$ cat src/rtl/core/min_max_feature_normalizer_defines.svh
// assertion macros used by the normalizer sequencer (mmfn_ctrl)
`ifndef MIN_MAX_FEATURE_NORMALIZER_DEFINES_SVH
`define MIN_MAX_FEATURE_NORMALIZER_DEFINES_SVH

`ifndef ASSERT_OFF
`define MMFN_ASSERT_IMP(lbl, clk, rstn, ante, cons) \
  lbl: assert property (@(posedge clk) disable iff (!(rstn)) (ante) |-> (cons)) \
    else $error("mmfn assertion failed");
`define MMFN_ASSERT_NXT(lbl, clk, rstn, ante, cons) \
  lbl: assert property (@(posedge clk) disable iff (!(rstn)) (ante) |=> (cons)) \
    else $error("mmfn assertion failed");
`else
`define MMFN_ASSERT_IMP(lbl, clk, rstn, ante, cons)
`define MMFN_ASSERT_NXT(lbl, clk, rstn, ante, cons)
`endif

`endif

$ cat src/rtl/core/mmfn_pkg.sv
// types and constants of the min/max feature normalizer
`default_nettype none
package mmfn_pkg;

  localparam int VAL_W      = 32;
  localparam int FRAC_W     = 16;
  localparam int IDX_W      = 4;
  localparam int FC_W       = 5;
  localparam int CFG_ADDR_W = 1;
  localparam int CFG_DATA_W = 5;
  localparam int DIV_STEPS  = 32;
  localparam int STEP_CNT_W = 5;

  localparam logic signed [VAL_W-1:0] VAL_MAX = {1'b0, {(VAL_W-1){1'b1}}};
  localparam logic signed [VAL_W-1:0] VAL_MIN = {1'b1, {(VAL_W-1){1'b0}}};

  localparam logic [CFG_ADDR_W-1:0] CFG_BYPASS        = 1'b0;
  localparam logic [CFG_ADDR_W-1:0] CFG_FEATURE_COUNT = 1'b1;

  typedef enum logic [1:0] {
    OP_ACCUM = 2'd0,
    OP_NORM  = 2'd1,
    OP_CLEAR = 2'd2
  } opcode_t;

  typedef struct packed {
    opcode_t                  opcode;
    logic [IDX_W-1:0]         feature_index;
    logic signed [VAL_W-1:0]  sample_value;
  } in_item_t;

  typedef struct packed {
    logic signed [VAL_W-1:0]  result_value;
    logic [IDX_W-1:0]         result_feature;
    logic                     range_degenerate;
    logic                     index_error;
  } out_item_t;

  typedef struct packed {
    logic load;      // capture accepted beat, read stats
    logic wr_stats;  // write back updated min/max
    logic clr_stats; // drop all stats
    logic eval;      // latch early result, diff and range
    logic abs_load;  // take magnitude of the diff
    logic div_init;  // overflow check, seed divider
    logic div_step;  // one restoring divide step
    logic out_load;  // move result into output register
  } dp_cmd_t;

  typedef struct packed {
    opcode_t opcode;
    logic    bad;
    logic    early;
  } dp_status_t;

endpackage
`default_nettype wire

$ cat src/rtl/core/min_max_feature_normalizer.sv
// min_max_feature_normalizer: running per-column min/max and Q16.16 normalize
// one item at a time; accumulate or clear: the next beat can be taken once EXEC returns to IDLE
// normalize with a flag or bypass: EXEC goes straight to FIN and the divider is skipped
// normalize with divide: states EXEC, ABS and INIT, then DIV for the 32 steps of the
// radix-2 restoring divider, then FIN; a stalled output holds the input
// synchronous active-low reset: bypass off, feature count 16, all column stats empty
`default_nettype none
module min_max_feature_normalizer #(
  parameter int MAX_FEATURES = 16
) (
  input  wire                              clk,
  input  wire                              rst_n,
  input  wire                              in_valid,
  output logic                             in_ready,
  input  wire  mmfn_pkg::in_item_t         in_data,
  output logic                             out_valid,
  input  wire                              out_ready,
  output mmfn_pkg::out_item_t              out_data,
  input  wire                              cfg_we,
  input  wire  [mmfn_pkg::CFG_ADDR_W-1:0]  cfg_addr,
  input  wire  [mmfn_pkg::CFG_DATA_W-1:0]  cfg_wdata
);
  import mmfn_pkg::*;

  dp_cmd_t    cmd;
  dp_status_t status;

  mmfn_ctrl u_ctrl (
    .clk       (clk),
    .rst_n     (rst_n),
    .in_valid  (in_valid),
    .in_ready  (in_ready),
    .out_valid (out_valid),
    .out_ready (out_ready),
    .cmd       (cmd),
    .status    (status)
  );

  mmfn_datapath #(
    .MAX_FEATURES (MAX_FEATURES)
  ) u_datapath (
    .clk       (clk),
    .rst_n     (rst_n),
    .cmd       (cmd),
    .status    (status),
    .in_data   (in_data),
    .out_data  (out_data),
    .cfg_we    (cfg_we),
    .cfg_addr  (cfg_addr),
    .cfg_wdata (cfg_wdata)
  );

endmodule
`default_nettype wire

$ cat src/rtl/core/mmfn_datapath.sv
// stats memory, config registers, divider and output register
`default_nettype none
module mmfn_datapath #(
  parameter int MAX_FEATURES = 16
) (
  input  wire                                 clk,
  input  wire                                 rst_n,
  input  wire  mmfn_pkg::dp_cmd_t             cmd,
  output mmfn_pkg::dp_status_t                status,
  input  wire  mmfn_pkg::in_item_t            in_data,
  output mmfn_pkg::out_item_t                 out_data,
  input  wire                                 cfg_we,
  input  wire  [mmfn_pkg::CFG_ADDR_W-1:0]     cfg_addr,
  input  wire  [mmfn_pkg::CFG_DATA_W-1:0]     cfg_wdata
);
  import mmfn_pkg::*;

  localparam int ADDR_W = (MAX_FEATURES > 1) ? $clog2(MAX_FEATURES) : 1;
  localparam int CNT_W  = ($clog2(MAX_FEATURES + 1) > FC_W) ? $clog2(MAX_FEATURES + 1) : FC_W;

  logic                    bypass_r;
  logic [FC_W-1:0]         fcount_r;

  logic signed [VAL_W-1:0] mem_min [MAX_FEATURES];
  logic signed [VAL_W-1:0] mem_max [MAX_FEATURES];
  logic [MAX_FEATURES-1:0] vld_r;

  in_item_t                item_r;
  logic signed [VAL_W-1:0] rd_min_r;
  logic signed [VAL_W-1:0] rd_max_r;
  logic                    rd_vld_r;

  logic                    early_r;
  out_item_t               early_res_r;
  logic signed [VAL_W:0]   diff_r;
  logic [VAL_W-1:0]        range_r;
  logic                    neg_r;
  logic [VAL_W-1:0]        mag_r;
  logic                    ovf_r;
  logic [VAL_W-1:0]        rem_r;
  logic [VAL_W-1:0]        dvd_r;
  out_item_t               out_r;

  logic [ADDR_W+IDX_W-1:0] rd_wide;
  logic [ADDR_W+IDX_W-1:0] wr_wide;
  logic [ADDR_W-1:0]       rd_addr;
  logic [ADDR_W-1:0]       wr_addr;
  logic [CNT_W-1:0]        active;
  logic                    bad;
  logic signed [VAL_W-1:0] lo;
  logic signed [VAL_W-1:0] hi;
  logic signed [VAL_W-1:0] val;
  logic                    degenerate;
  logic signed [VAL_W-1:0] new_min;
  logic signed [VAL_W-1:0] new_max;
  out_item_t               early_res;
  logic [VAL_W:0]          trial;
  logic [VAL_W-1:0]        div_val;
  out_item_t               div_res;

  always_comb begin
    rd_wide = {{ADDR_W{1'b0}}, in_data.feature_index};
    wr_wide = {{ADDR_W{1'b0}}, item_r.feature_index};
    rd_addr = rd_wide[ADDR_W-1:0];
    wr_addr = wr_wide[ADDR_W-1:0];
  end

  // active column count is feature_count limited to the table depth
  always_comb begin
    if (CNT_W'(fcount_r) > CNT_W'(MAX_FEATURES)) begin
      active = CNT_W'(MAX_FEATURES);
    end else begin
      active = CNT_W'(fcount_r);
    end
    bad = CNT_W'(item_r.feature_index) >= active;
  end

  // an entry never written since the last clear holds the empty pair
  always_comb begin
    val        = item_r.sample_value;
    lo         = rd_vld_r ? rd_min_r : VAL_MAX;
    hi         = rd_vld_r ? rd_max_r : VAL_MIN;
    degenerate = hi <= lo;
    new_min    = (val < lo) ? val : lo;
    new_max    = (val > hi) ? val : hi;
  end

  always_comb begin
    early_res.result_feature   = item_r.feature_index;
    early_res.result_value     = '0;
    early_res.range_degenerate = 1'b0;
    early_res.index_error      = 1'b0;
    if (bad) begin
      early_res.index_error = 1'b1;
    end else if (bypass_r) begin
      early_res.result_value = val;
    end else if (degenerate) begin
      early_res.range_degenerate = 1'b1;
    end
  end

  assign status.opcode = item_r.opcode;
  assign status.bad    = bad;
  assign status.early  = bad | bypass_r | degenerate;

  always_ff @(posedge clk) begin
    if (!rst_n) begin
      bypass_r <= 1'b0;
      fcount_r <= FC_W'(16);
    end else if (cfg_we) begin
      case (cfg_addr)
        CFG_BYPASS:        bypass_r <= cfg_wdata[0];
        CFG_FEATURE_COUNT: fcount_r <= cfg_wdata[FC_W-1:0];
        default:           ;
      endcase
    end
  end

  always_ff @(posedge clk) begin
    if (!rst_n) begin
      vld_r <= '0;
    end else if (cmd.clr_stats) begin
      vld_r <= '0;
    end else if (cmd.wr_stats) begin
      vld_r[wr_addr] <= 1'b1;
    end
  end

  always_ff @(posedge clk) begin
    if (cmd.wr_stats) begin
      mem_min[wr_addr] <= new_min;
      mem_max[wr_addr] <= new_max;
    end
    if (cmd.load) begin
      item_r   <= in_data;
      rd_min_r <= mem_min[rd_addr];
      rd_max_r <= mem_max[rd_addr];
      rd_vld_r <= vld_r[rd_addr];
    end
  end

  // restoring divide step: shift in next dividend bit, keep quotient bit
  always_comb begin
    trial = {rem_r, dvd_r[VAL_W-1]} - {1'b0, range_r};
  end

  always_ff @(posedge clk) begin
    if (cmd.eval) begin
      early_r     <= bad | bypass_r | degenerate;
      early_res_r <= early_res;
      diff_r      <= {val[VAL_W-1], val} - {lo[VAL_W-1], lo};
      range_r     <= VAL_W'(hi - lo);
    end
    if (cmd.abs_load) begin
      neg_r <= diff_r[VAL_W];
      mag_r <= diff_r[VAL_W] ? VAL_W'(-diff_r) : diff_r[VAL_W-1:0];
    end
    if (cmd.div_init) begin
      // quotient of 2^32 or more when the high half already reaches the range
      ovf_r <= VAL_W'(mag_r[VAL_W-1:FRAC_W]) >= range_r;
      rem_r <= VAL_W'(mag_r[VAL_W-1:FRAC_W]);
      dvd_r <= {mag_r[FRAC_W-1:0], {FRAC_W{1'b0}}};
    end else if (cmd.div_step) begin
      if (!trial[VAL_W]) begin
        rem_r <= trial[VAL_W-1:0];
        dvd_r <= {dvd_r[VAL_W-2:0], 1'b1};
      end else begin
        rem_r <= {rem_r[VAL_W-2:0], dvd_r[VAL_W-1]};
        dvd_r <= {dvd_r[VAL_W-2:0], 1'b0};
      end
    end
  end

  // truncated quotient, saturated to the signed range
  always_comb begin
    if (!neg_r) begin
      div_val = (ovf_r | dvd_r[VAL_W-1]) ? VAL_MAX : dvd_r;
    end else if (ovf_r | (dvd_r[VAL_W-1] & (|dvd_r[VAL_W-2:0]))) begin
      div_val = VAL_MIN;
    end else begin
      div_val = VAL_W'(-dvd_r);
    end
    div_res.result_value     = div_val;
    div_res.result_feature   = item_r.feature_index;
    div_res.range_degenerate = 1'b0;
    div_res.index_error      = 1'b0;
  end

  always_ff @(posedge clk) begin
    if (cmd.out_load) begin
      out_r <= early_r ? early_res_r : div_res;
    end
  end

  assign out_data = out_r;

endmodule
`default_nettype wire

$ cat src/rtl/core/mmfn_ctrl.sv
// sequencer for the normalizer: handshakes, divide step count, output valid
`default_nettype none
`include "min_max_feature_normalizer_defines.svh"
module mmfn_ctrl (
  input  wire                     clk,
  input  wire                     rst_n,
  input  wire                     in_valid,
  output logic                    in_ready,
  output logic                    out_valid,
  input  wire                     out_ready,
  output mmfn_pkg::dp_cmd_t       cmd,
  input  wire  mmfn_pkg::dp_status_t status
);
  import mmfn_pkg::*;

  typedef enum logic [2:0] {
    ST_IDLE,
    ST_EXEC,
    ST_ABS,
    ST_INIT,
    ST_DIV,
    ST_FIN
  } state_t;

  state_t                state_r;
  state_t                state_nxt;
  logic [STEP_CNT_W-1:0] cnt_r;
  logic [STEP_CNT_W-1:0] cnt_nxt;
  logic                  out_valid_r;
  logic                  out_valid_nxt;
  logic                  slot_free;

  assign slot_free = !out_valid_r || out_ready;
  assign in_ready  = (state_r == ST_IDLE);
  assign out_valid = out_valid_r;

  always_comb begin
    cmd       = '0;
    state_nxt = state_r;
    cnt_nxt   = cnt_r;
    case (state_r)
      ST_IDLE: begin
        if (in_valid) begin
          cmd.load  = 1'b1;
          state_nxt = ST_EXEC;
        end
      end
      ST_EXEC: begin
        state_nxt = ST_IDLE;
        case (status.opcode)
          OP_ACCUM: cmd.wr_stats  = !status.bad;
          OP_CLEAR: cmd.clr_stats = 1'b1;
          OP_NORM: begin
            cmd.eval  = 1'b1;
            state_nxt = status.early ? ST_FIN : ST_ABS;
          end
          default: ;
        endcase
      end
      ST_ABS: begin
        cmd.abs_load = 1'b1;
        state_nxt    = ST_INIT;
      end
      ST_INIT: begin
        cmd.div_init = 1'b1;
        cnt_nxt      = '0;
        state_nxt    = ST_DIV;
      end
      ST_DIV: begin
        cmd.div_step = 1'b1;
        cnt_nxt      = cnt_r + 1'b1;
        if (cnt_r == STEP_CNT_W'(DIV_STEPS - 1)) begin
          state_nxt = ST_FIN;
        end
      end
      ST_FIN: begin
        // hold until the output register can take the beat
        if (slot_free) begin
          cmd.out_load = 1'b1;
          state_nxt    = ST_IDLE;
        end
      end
      default: state_nxt = ST_IDLE;
    endcase
  end

  always_comb begin
    if (cmd.out_load) begin
      out_valid_nxt = 1'b1;
    end else if (out_ready) begin
      out_valid_nxt = 1'b0;
    end else begin
      out_valid_nxt = out_valid_r;
    end
  end

  always_ff @(posedge clk) begin
    if (!rst_n) begin
      state_r     <= ST_IDLE;
      cnt_r       <= '0;
      out_valid_r <= 1'b0;
    end else begin
      state_r     <= state_nxt;
      cnt_r       <= cnt_nxt;
      out_valid_r <= out_valid_nxt;
    end
  end

  `MMFN_ASSERT_NXT(a_accept_goes_exec, clk, rst_n, in_valid && in_ready, state_r == ST_EXEC)
  `MMFN_ASSERT_NXT(a_div_ends, clk, rst_n,
    state_r == ST_DIV && cnt_r == STEP_CNT_W'(DIV_STEPS - 1), state_r == ST_FIN)
  `MMFN_ASSERT_NXT(a_fin_waits, clk, rst_n,
    state_r == ST_FIN && out_valid_r && !out_ready, state_r == ST_FIN && out_valid_r)
  `MMFN_ASSERT_IMP(a_no_overwrite, clk, rst_n, cmd.out_load, !out_valid_r || out_ready)

endmodule
`default_nettype wire
$ cat config.mk
export PLATFORM = sky130hd
export DESIGN_NAME = min_max_feature_normalizer
export DESIGN_NICKNAME = d
export VERILOG_FILES = /design/src/rtl/core/mmfn_pkg.sv /design/src/rtl/core/min_max_feature_normalizer.sv /design/src/rtl/core/mmfn_datapath.sv /design/src/rtl/core/mmfn_ctrl.sv
export VERILOG_INCLUDE_DIRS = /design/src /design/src/rtl/core
export SDC_FILE = /design/constraint.sdc
export NUM_CORES = 2
export LEC_CHECK = 0
export CORE_MARGIN = 2
export CORE_UTILIZATION = 28
export DETAILED_ROUTE_END_ITERATION = 6
export DONT_BUFFER_PORTS = 1
export PLACE_DENSITY = 0.39
export SLEW_MARGIN = 20
export SYNTH_ARGS = -nofsm -noshare
export SYNTH_HDL_FRONTEND = slang
export SYNTH_SLANG_ARGS = --single-unit
export TNS_END_PERCENT = 50
$ cat constraint.sdc
create_clock -name clk -period 13.6 [get_ports clk]
set_input_delay 0.68 -clock clk [delete_from_list [all_inputs] [get_ports clk]]
set_output_delay 0.68 -clock clk [all_outputs]
set_load 0.01 [all_outputs]
# After elaboration in Yosys (flattened, before gate mapping)
# Memory sizes are Yosys's and may differ from the RTL's. A register that Yosys moved wholly into a read port is not among the register bits.
# Cells that the tools add are included.
# totals
reg_bits	310
latchBits	0
ramBits	1024
rom_bits	0
elab_cells	125
mem_count	2
# op_classes
n_addsub	6
multipliers	0
div	0
n_lt_le_gt_ge	9
n_eq_ne	11
shift	0
mux	44
bitwise	9
n_reduce_logical	16
# memory_table
name	depth	word_bits	read_ports	rd_ports_with_merged_regs	wr	line	text
u_datapath.mem_max	16	32	1	1	1	mmfn_datapath.sv:25	logic signed [VAL_W-1:0] mem_max [MAX_FEATURES];
u_datapath.mem_min	16	32	1	1	1	mmfn_datapath.sv:24	logic signed [VAL_W-1:0] mem_min [MAX_FEATURES];
# op_table
cell	n
32-bit 2-to-1 mux	11
32-bit negation	2
38-bit 2-to-1 mux	1
32-bit by 32-bit subtractor with 33-bit output	1
33-bit by 32-bit subtractor with 33-bit output	1
16-bit by 32-bit >= comparator with 1-bit output	1
32-bit greater-than comparator	1
32-bit less-or-equal comparator	1
32-bit less-than comparator	1
16-bit 2-to-1 mux	2
32-bit subtractor	1
31-bit OR reduction	1
1-bit 2-to-1 mux	19
3-bit 2-to-1 mux	6
3-bit one-hot mux with 6 select lines	1
16-bit OR	1
4-bit by 5-bit less-than comparator with 1-bit output (second input constant)	2
5-bit one-hot mux with 2 select lines	1
3-bit by 2-bit == test with 1-bit output (second input constant)	2
3-bit == test (second input constant)	2
2-bit nonzero test	3
2-bit OR reduction	3
5-bit by 1-bit adder with 5-bit output (second input constant)	1
5-bit == test (second input constant)	1
other kinds (21)	29

# Longest topological paths before layout
# depth
word_depth	8
depth_mapped	17

# Hierarchy
# Synthesis repeated with hierarchy kept, for this count alone.
# unflattened
hier_cells	3701
hier_area_um2	61086.1
# modules_own_cells
mod	n_inst	cells_each	area_each_um2
mmfn_datapath	1	3633	60550.6
mmfn_ctrl	1	68	535.5

# Least setup slack after synthesis
# Ideal clock, no wire load.
# synth_path
path_kind	register -> register
start	register u_ctrl.state_r[0]
end	register u_ctrl.state_r[0]
setup_ps	106
arrival_ps	9627
setup_slack_ps	3867
path_stages_with_launch	6
synth_period_minus_slack_ps	9733
path_cell_list	dfxtp_1 > clkbuf_1 > or3b_2 > nor3b_1 > nand2_1 > o22ai_1
# synth_between
elab_chain_len	3
elab_cells_between_ends	11
classes_between	eq/ne: 8; mux: 1; reduce/logical: 2
# synth_lines
item	line	text
from (decl)	mmfn_ctrl.sv:25	state_t state_r;
from (signal assigned)	mmfn_ctrl.sv:103	state_r <= state_nxt;
3-bit == test / 3-bit logical NOT (equally long branches)	mmfn_ctrl.sv:41	case (state_r)
2-bit by 1-bit inequality test with 1-bit output (no line) / 2-bit inequality test (equally long branches)	--	
3-bit AND reduction (no line)	--	
# Several ways; a longest one is shown, not always the timed one.
# A chain may end at the register's enable or synchronous reset.

# Final worst setup path
# layout_path
start	register u_datapath.rd_vld_r
end	memory u_datapath.mem_min[5][5], data pin
# layout_between
elab_chain_len	3
# layout_lines
item	line	text
from (decl)	mmfn_datapath.sv:31	logic rd_vld_r;
from (signal assigned)	mmfn_datapath.sv:138	rd_vld_r <= vld_r[rd_addr];
32-bit 2-to-1 mux *	mmfn_datapath.sv:81	lo = rd_vld_r ? rd_min_r : VAL_MAX;
32-bit less-than comparator	mmfn_datapath.sv:84	new_min = (val < lo) ? val : lo;
32-bit 2-to-1 mux *	mmfn_datapath.sv:84	
named net u_datapath.new_min[5]	mmfn_datapath.sv:54	logic signed [VAL_W-1:0] new_min;
to (decl)	mmfn_datapath.sv:24	
# Mark *: on every way through the listed nets, which the timed path passes. The rest lies on a longest branch.

==> results.cfg <==
[layout]
area.sequential_um2 = 41300
final_layout_size_suffix_gt1_frac = 0.195
layout.cells.most_common = sky130_fd_sc_hd__edfxtp_1
multi_input_comb_area_um2 = 17800
final_cell_mix = sky130_fd_sc_hd__edfxtp_1 (1335), sky130_fd_sc_hd__mux4_2 (325), sky130_fd_sc_hd__clkbuf_16 (162)
n_fill_cell = 20500
design.final.nets = 3808
finish.utilization = 0.327
synthToLayoutAreaGrowth_pct = 15.9

[detailed_routing]
number_of_drc_violations_after_detailed_routing = 0
post_drt_wl_per_cell_um = 27.8
first_iter_violations = 2863
ant_nets = 0
via_count = 32000
avgViaCountPerCell = 4.89
total_wire_length_after_detailed_routing_mm = 182
firstDrtPassIters = 6

[worst_setup_path]
timing.critical_path.fanout_max = 33
timing.rr.start = u_datapath.rd_vld_r$_DFFE_PP_
register_to_register_path_setup_slack_ns = 6.83
worstSetupPathType = flop to flop
startpoint = u_datapath.rd_vld_r$_DFFE_PP_
worst_r2r_path_depth = 15
critPathRequiredTime_ns = 14.08
r2r_end = u_datapath.mem_min[5][5]$_DFFE_PP_
critPathArrivalTime_ns = 7.25
setup.worst_path.end_class = flop
startpoint_type = flop
endpoint = u_datapath.mem_min[5][5]$_DFFE_PP_

[power_and_ir_drop]
power.ir.vdd_worst_v = 0.000132
power_density_nw_per_um2 = 148
power_frac_comb = 0.095
switching_share = 0.240
net-switching-power_w = 0.00246
seq_power_share = 0.489
pwr-share-clk = 0.416
p_int_w = 0.00781
power_leakage_nw = 23.2

[global_routing]
grt_antenna_before_repair = 13
met1_usage = 0.234
global_route.usage.met3 = 0.0240
gr-total-overflow = 0
grt_most_used_layer = met2
globalRouteTotalUtil = 0.167
grt_pass1_wl_mm = 258
grt_util_met2 = 0.273
grt_max_degree = 262
first_global_vias = 32900

[synthesis]
synth_seq_area_share = 0.689
synthFlopType = sky130_fd_sc_hd__edfxtp_1
ys_types = 73
synthesis.yosys.warnings = 0
ys_ff_latch = 1398
synth_edf_count = 1335
synth.net_count = 3680
syn_area_um2 = 60000
async_flop_share = 0
syn_avg_cell_area_um2 = 17.3
synthesized_instance_count = 3475

[timing]
timing.max_slew.rel_slack = 0.0406
hold_ws_ns = 0.0476
setup_viol = 0
post-route-worst-setup-slack_ns = 6.83
layout_worst_path_cycle_share = 0.498
total_count_of_max_transition_violations_in_the_final_report = 0
clock.fmax_mhz = 148
worst_pin_slew_ns = 1.44
skew_ns = 0.0242
hold_viol_final = 0
tns_ns = 0
rsz0062_at_grt = no
timing.final.crit_period_ns = 6.77

[clock_tree]
cts_root_buffer = sky130_fd_sc_hd__clkbuf_16
total_cts_buffers = 158
clock_path_buffers = 3
tritoncts_clock_tree = built
clock-sinks = 1398
skew_pair_late_insertion_delay_ns = 0.81
clock_tree.htree_level_count = 4
path_clk_slew_ns = 0.06

[floorplanning]
fp-row-count = 169
initial_core_util = 0.282
fp.dieArea_um2 = 218000
io-pin-count = 89
dieWidth_um = 467
core_region_area_um2 = 213000
chipHeight_um = 467

[placed_design]
dpl_worst_slack_ns = 6.60
detailedPlacementHpwl_mm = 104
portBuffers = 0
finalWeightedCongestion = 0.779

[worst_hold_path]
hold_class = input port to flop
min_delay_path_depth = 0

[run]
max-cap-violations = 0

[status]
status = completed
==> synth_stat cells, drive strengths merged (9+ instances only) <==
library cell	count	area, um2
edfxtp	1335	40100
mux4	325	7320
inv	162	608
nand2	161	612
ha	153	1910
a21oi	151	756
o21ai	122	614
clkbuf	107	402
nor2	95	357
xnor2	87	762
mux2i	80	801
a21o	72	541
dfxtp	63	1260
nor2b	51	319
and2	40	250
buf	36	161
nor3	33	165
o31ai	33	253
nand2b	31	194
xor2	31	272
o21a	30	225
a22o	29	254
nand3	24	120
or3	19	119
nand4	18	113
and3	14	87.6
or4	13	105
o21bai	12	90.1
a211oi	11	82.6
a32oi	11	96.3
a31oi	10	62.6
or2	10	62.6
and4	9	78.8
o211ai	9	67.6
==> per-layer routing <==
metal  vias up  routed length (um)  share of wire
met2       660               87500           0.48
met3       206                6810          0.037
met5         -                   0              0
met1     17000               84300           0.46
met4         0                3220          0.018
li1      14100                   -              -
==> power by group through the flow <==
stage	sequential, W	combinational [W]	clock [W]
floorplan	0.00507	0.000661	0
global placement	0.00512	0.000939	0
detailed placement	0.00511	0.000949	0
CTS	0.00502	0.000964	0.00441
global route	0.00503	0.00107	0.00456
finish	0.00502	0.000974	0.00428
==> stage by stage <==
stage | area (um2) | instances | total power (W)
final | 69500 | 6551 | 0.0103
after global routing | 69500 | 6551 | 0.0107
after CTS | 69300 | 6548 | 0.0104
after detailed placement | 63700 | 6218 | 0.00606
after global placement | 63700 | 6216 | 0.00605
after floorplan | 60000 | 3475 | 0.00574
==> logic make-up after synthesis <==
logic type / Yosys count / synth area share
AOI/OAI and AO/OA: 543 / 0.0583
xor gates and xnor gates: 118 / 0.0172
DFF: 1398 / 0.689
adders and majority gates: 156 / 0.0329
muxes: 409 / 0.136
and+or+nand+nor: 545 / 0.0466
buffers and inverters: 306 / 0.0196
==> how the worst min path moves through the flow <==
stage	to	slack, ns	start
2_1_floorplan	u_datapath.fcount_r[0]$_SDFFE_PN0P_	0.43	u_datapath.fcount_r[0]$_SDFFE_PN0P_
3_3_place_gp	u_datapath.vld_r[1]$_SDFFE_PP0P_	0.44	u_datapath.vld_r[1]$_SDFFE_PP0P_
3_5_place_dp	u_datapath.vld_r[14]$_SDFFE_PP0P_	0.45	u_datapath.vld_r[14]$_SDFFE_PP0P_
4_1_cts	u_datapath.fcount_r[4]$_SDFFE_PN1P_	0.00007	cfg_wdata[4]
5_1_grt	u_datapath.wr_addr[0]$_DFFE_PP_	0.01	in_data[32]
6_report	u_datapath.wr_addr[0]$_DFFE_PP_	0.05	in_data[32]
==> sequential cells by signal, indices dropped and copies added, names as in the netlist, 32 cells and up <==
signal,count
u_datapath.mag_r,32
u_datapath.diff_r,33
u_datapath.dvd_r,32
u_datapath.mem_max,512
u_datapath.val,32
u_datapath.range_r,32
u_datapath.mem_min,512
u_datapath.rd_max_r,32
u_datapath.rd_min_r,32
u_datapath.out_data,38
u_datapath.rem_r,32
u_datapath.early_res_r,38
==> worst max-delay path, cell delays in order (launching register included) <==
cell and delay [ns]:
sky130_fd_sc_hd__edfxtp_1 0.36, sky130_fd_sc_hd__buf_4 0.44, sky130_fd_sc_hd__buf_4 0.50, sky130_fd_sc_hd__nor2b_1 0.47, sky130_fd_sc_hd__ha_1 0.37, sky130_fd_sc_hd__a21oi_1 0.17
sky130_fd_sc_hd__o21bai_1 0.09, sky130_fd_sc_hd__a221o_1 0.37, sky130_fd_sc_hd__and2_1 0.16, sky130_fd_sc_hd__a311o_1 0.41, sky130_fd_sc_hd__o31ai_1 0.60, sky130_fd_sc_hd__a211oi_1 0.18
sky130_fd_sc_hd__a21o_1 0.28, sky130_fd_sc_hd__o21ai_4 0.34, sky130_fd_sc_hd__buf_4 0.72, sky130_fd_sc_hd__mux2i_2 0.77
==> final cells by class <==
type,instances,share of cell area
Antenna cell,2,0.0000720
Clock buffer,191,0.0606
Clock inverter,94,0.0134
Inverter,163,0.00880
Multi-Input combinational cell,1771,0.257
Sequential cell,1398,0.595
Tap cell,2821,0.0508
Timing Repair Buffer,111,0.0150
==> timing repair <==
action / in CTS / in global routing
endpoints found under the hold margin: 45 / 0
hold buffers: 45 / 0
buffers inserted: 0 / 0
resized for setup: 0 / 0
Power figures use the tool's default switching activity.
